[src/oafir_pkg.sv]
// ----------------------------------------------------------------------------
// oafir_pkg: shared types and constants of the overlap-add FIR filter
// Payload structs, command codes, sequencer states and output rounding.
// ----------------------------------------------------------------------------
`default_nettype none

package oafir_pkg;

  localparam int unsigned FFT_LEN = 64;
  localparam int unsigned DEPTH   = FFT_LEN - 1;
  localparam int unsigned IDX_W   = $clog2(FFT_LEN);
  localparam int unsigned ACC_W   = 38;
  localparam logic [IDX_W-1:0] TAP_RESET = IDX_W'(32);

  typedef enum logic {
    CMD_SAMPLE = 1'b0,
    CMD_COEF   = 1'b1
  } cmd_e;

  typedef enum logic [1:0] {
    ST_FILL,
    ST_READ,
    ST_EXEC
  } state_e;

  typedef struct packed {
    logic               cmd;
    logic signed [15:0] sample_re;
    logic signed [15:0] sample_im;
    logic [IDX_W-1:0]   coef_index;
    logic signed [15:0] coef_value;
  } in_req_t;

  typedef struct packed {
    logic signed [15:0] out_re;
    logic signed [15:0] out_im;
    logic               last;
  } out_req_t;

  // control shared by every cell of the chain
  typedef struct packed {
    logic step;
    logic clr;
  } cell_ctrl_t;

  // round from Q15, half up, then saturate to 16 bits
  function automatic logic signed [15:0] round_sat(input logic signed [ACC_W-1:0] v);
    logic signed [ACC_W-1:0] r;
    logic signed [ACC_W-16:0] q;
    r = v + ACC_W'(16384);
    q = r[ACC_W-1:15];
    if (q > (ACC_W-15)'(32767)) begin
      round_sat = 16'sh7FFF;
    end else if (q < -(ACC_W-15)'(32768)) begin
      round_sat = 16'sh8000;
    end else begin
      round_sat = q[15:0];
    end
  endfunction

endpackage

`default_nettype wire

[src/oafir_cell.sv]
// ----------------------------------------------------------------------------
// oafir_cell: one tap of the transposed FIR chain
// Holds a tap and the pending partial sum for a sample some steps ahead;
// passes its sum to the lower neighbor on each step.
// ----------------------------------------------------------------------------
`default_nettype none

module oafir_cell import oafir_pkg::*; (
  input  wire logic                    clk_i,
  input  wire logic                    rst_ni,
  input  wire cell_ctrl_t              ctrl_i,
  input  wire logic                    active_i,
  input  wire logic                    tap_we_i,
  input  wire logic signed [15:0]      tap_i,
  input  wire logic signed [15:0]      x_re_i,
  input  wire logic signed [15:0]      x_im_i,
  input  wire logic signed [ACC_W-1:0] nb_re_i,
  input  wire logic signed [ACC_W-1:0] nb_im_i,
  output logic signed [ACC_W-1:0]      sum_re_o,
  output logic signed [ACC_W-1:0]      sum_im_o
);

  logic signed [15:0]      tap_q;
  logic signed [ACC_W-1:0] acc_re_q, acc_im_q;
  logic signed [15:0]      h;
  logic signed [31:0]      prod_re, prod_im;

  // taps beyond the count in use contribute nothing
  always_comb begin
    h        = active_i ? tap_q : 16'sd0;
    prod_re  = h * x_re_i;
    prod_im  = h * x_im_i;
    sum_re_o = acc_re_q + ACC_W'(prod_re);
    sum_im_o = acc_im_q + ACC_W'(prod_im);
  end

  // tap register
  always_ff @(posedge clk_i or negedge rst_ni) begin
    if (!rst_ni) begin
      tap_q <= '0;
    end else if (tap_we_i) begin
      tap_q <= tap_i;
    end
  end

  // pending sum, loaded from the upper neighbor
  always_ff @(posedge clk_i or negedge rst_ni) begin
    if (!rst_ni) begin
      acc_re_q <= '0;
      acc_im_q <= '0;
    end else if (ctrl_i.clr) begin
      acc_re_q <= '0;
      acc_im_q <= '0;
    end else if (ctrl_i.step) begin
      acc_re_q <= nb_re_i;
      acc_im_q <= nb_im_i;
    end
  end

endmodule

`default_nettype wire

[config.mk]
export PLATFORM = sky130hd
export DESIGN_NAME = oafir_cell
export DESIGN_NICKNAME = d
export VERILOG_FILES = /design/src/oafir_pkg.sv /design/src/oafir_cell.sv
export SDC_FILE = /design/constraint.sdc
export NUM_CORES = 2
export LEC_CHECK = 0
export BUFFER_PORTS_ARGS = -buffer_cell sky130_fd_sc_hd__buf_4
export CORE_AREA = 2 2 239 241
export DETAILED_ROUTE_END_ITERATION = 8
export DIE_AREA = 0 0 241 243
export GPL_TIMING_DRIVEN = 0
export PLACE_DENSITY_LB_ADDON = 0.15
export SETUP_SLACK_MARGIN = 0.02
export SYNTH_ARGS = -nofsm -noshare
export SYNTH_HDL_FRONTEND = slang
export SYNTH_SLANG_ARGS = --single-unit
[constraint.sdc]
create_clock -name clk_i -period 24.7 [get_ports clk_i]
set_input_delay 7.41 -clock clk_i [delete_from_list [all_inputs] [get_ports clk_i]]
set_output_delay 7.41 -clock clk_i [all_outputs]
set_load 0.02 [all_outputs]
==> metrics.txt <==
status=complete, no violations; FF-to-FF Start=tap_q[4]; hold slack=0.527 ns; Die Y=243 um; Yosys top cell area share=46.5%; Unique masters post-synth=64; Routed WL=77.7 mm; largest net degree at the start of global routing=93; number of vias per cell=5.37; Final Critical Period=22.77 ns; final slew viol count=0; FF-to-FF setup slack=23.51 ns; GR Util met1=35.9%; clock slew at reported path FFs=0.07 ns; Worst Tran Pin Value=1.23 ns; # port buffers=201; ranking of synthesized cells by area=fa_1 (46%), ha_1 (10%), inv_1 (10%); CTS tree=built; # IOs=206; Sink Count=92; r2r endpoint=tap_q[4]; Remaining Overflow, GRT=0; M2 GR Usage=47.1%; most frequent cells in the layout=inv_1 (736), fa_1 (644), nand2_1 (287); CP bufs+invs=7; final hold viol count=0; GP Congestion=0.911; Cells on Worst Hold Path=2; Main synth FF type=dfrtp_1; Starting DRT DRC Count=1378; DIE AREA=58600 sq um; GR peak layer=met2; HP Start=acc_re_q[15]; DRC viols=0; TritonCTS buffer count=9; number of global-route vias before repair=22700; Post-Synthesis Cells=2931; die width=241 um; Post-Layout Cell Count=3909; Max Cap Viol=0; post-synth top area cell=fa_1; Worst slew margin=17.7%; Hold-fix buffers, CTS=0; most numerous cell on the critical path=fa_1; post-synthesis instance area=27700 sq um; deepest clock path buffer count=2; Routed Antenna Nets=0; critical path's top delay family=adder cells; Register-to-Register Path Depth=2; placed cells=3888; sequential share of the synthesized area=8.30%; layout cells sized above 1=8.26%; worst-case clock skew=0 ns; CP Capture Type=primary output; clk_lat worst skew=0.40 ns; layout net count=4140; max incr delay on CP=0.87 ns; Synth Warn #=0; Synth Net Count=3927; final setup vio count=0; Wirelength per Cell=19.9 um; cell at the slowest stage of the critical path=fa_1; Worst Hold Class=register to register; Post-synth EDFFs=0; postcts setup bufs=0; Setup crit start kind=input pin; Worst EP arrival=15.36 ns; hold path endpoint=acc_re_q[15]; gr usage total=27.8%; post-route setup TNS=0 ns; H-tree depth=3; core box area=56000 sq um; synthesis-to-finish area growth=10.1%; RSZ-0062 raised after global routing=no; syn avg cell area=9.47 sq um; crit-path max FO=10; met3 GRT Util=6.07%; 1st-pass router iterations=5; Row Count=87; post-DP HPWL=66.8 mm; commonest non-fill, non-tap cell in the layout=inv_1; first-pass GRT wire length=123 mm; Peak Freq=0.0439 GHz; #FFs+latches synth=92; Vias=21000; Tcrit/Tclk final=92.2%; Starting Density=49.6%; fraction of registers with async set or reset after synthesis=100%; initial antenna violation count=4; critical path cell sequence=buf_6, clkbuf_1, clkbuf_1, clkbuf_1, and3_1, fa_1, fa_1, fa_1, fa_1, fa_1, inv_1, fa_1, inv_1, ha_1, nand3_1, nor4_1, and3_1, a32o_1, o41ai_4, o2111ai_1, a21o_1, a21oi_2, xnor2_1, buf_4; Worst EP required=17.29 ns; Worst Setup Path Type=input pin to primary output; Root Buffer=clkbuf_16; post-cts sizing count=0
[routing by layer]
layer / part of all wire, % / wire length (um) / up-vias
met5: 0 / 0 / -
met3: 7.6 / 5930 / 93
met1: 40 / 31100 / 10900
li1: - / - / 9278
met4: 2.3 / 1760 / 0
met2: 50 / 39000 / 687
[cells by family after synthesis]
group	count (synthesis)	share of synthesized area [%]
adders and majority gates	866	56.5
and+or+nand+nor	752	13.0
AOI/OAI and AO/OA	190	4.78
xor gates and xnor gates	72	2.27
DFF	92	8.30
muxes	92	3.39
buffers and inverters	867	11.8
[worst max-delay path by stage]
| stage | start | cells after the start | slack, ns | endpoint |
|---|---|---|---|---|
| final | active_i | 24 | 1.93 | sum_re_o[37] |
| after global routing | active_i | 24 | 1.58 | sum_re_o[37] |
| after CTS | active_i | 24 | 2.05 | sum_re_o[37] |
| after detailed placement | active_i | 24 | 2.07 | sum_re_o[37] |
| after global placement | active_i | 24 | 2.17 | sum_re_o[37] |
| after floorplan | active_i | 23 | 3.55 | sum_re_o[37] |
[through the flow]
stage	setup WS [ns]	utilization, %	area (sq um)
3_3_place_gp	2.17	54.0	30200
4_1_cts	2.05	54.5	30500
5_1_grt	1.58	54.6	30500
6_report	1.93	54.6	30500
2_1_floorplan	3.55	-	27700
3_5_place_dp	2.07	54.0	30200
[worst min-delay path: stages (launching register included)]
cell     delay (ns)
dfrtp_1        0.34
mux2i_1        0.06
nor2_1         0.08
[area by class of cell]
class	instances	area, sq um
Multi-Input combinational cell	1972	22200
Clock buffer	10	239
Antenna cell	4	10.0
Clock inverter	6	55.1
Buffer	131	508
Fill cell	5272	25400
Tap cell	756	946
Inverter	736	2760
Sequential cell	92	2300
Timing Repair Buffer	202	1540
[synth_stat cells, types with 2 or more instances]
master	number
o21ai_1	2
inv_1	736
mux2i_1	76
buf_6	2
buf_1	6
o21ai_2	3
a41oi_1	2
nor2_1	145
a21boi_0	3
clkbuf_1	122
a31o_2	3
a31oi_1	3
nand2_1	287
xnor2_1	51
and3_1	232
a21o_1	20
dfrtp_1	92
nand2b_1	11
nor3_1	12
a21oi_2	4
a211oi_1	7
ha_1	222
mux2_2	16
fa_1	644
or3_1	4
o21ai_0	31
and2_0	4
a211oi_2	2
nor3b_1	2
o21a_1	16
o2111ai_1	3
a2111oi_0	3
a21oi_1	55
xor2_1	21
o211ai_1	6
and2_1	12
a41o_1	2
nor4_1	3
nand3_1	18
o21bai_1	10
nor2b_1	10
nand4_1	5
o31a_1	2
[flip-flops by register name, summed over array words and instances (netlist names)]
register and flops:
acc_im_q 38, acc_re_q 38, tap_q 16
Power is left out: the tool's default activity adds up to more than one toggle a clock period on the data nets, which glitch-free logic cannot reach.
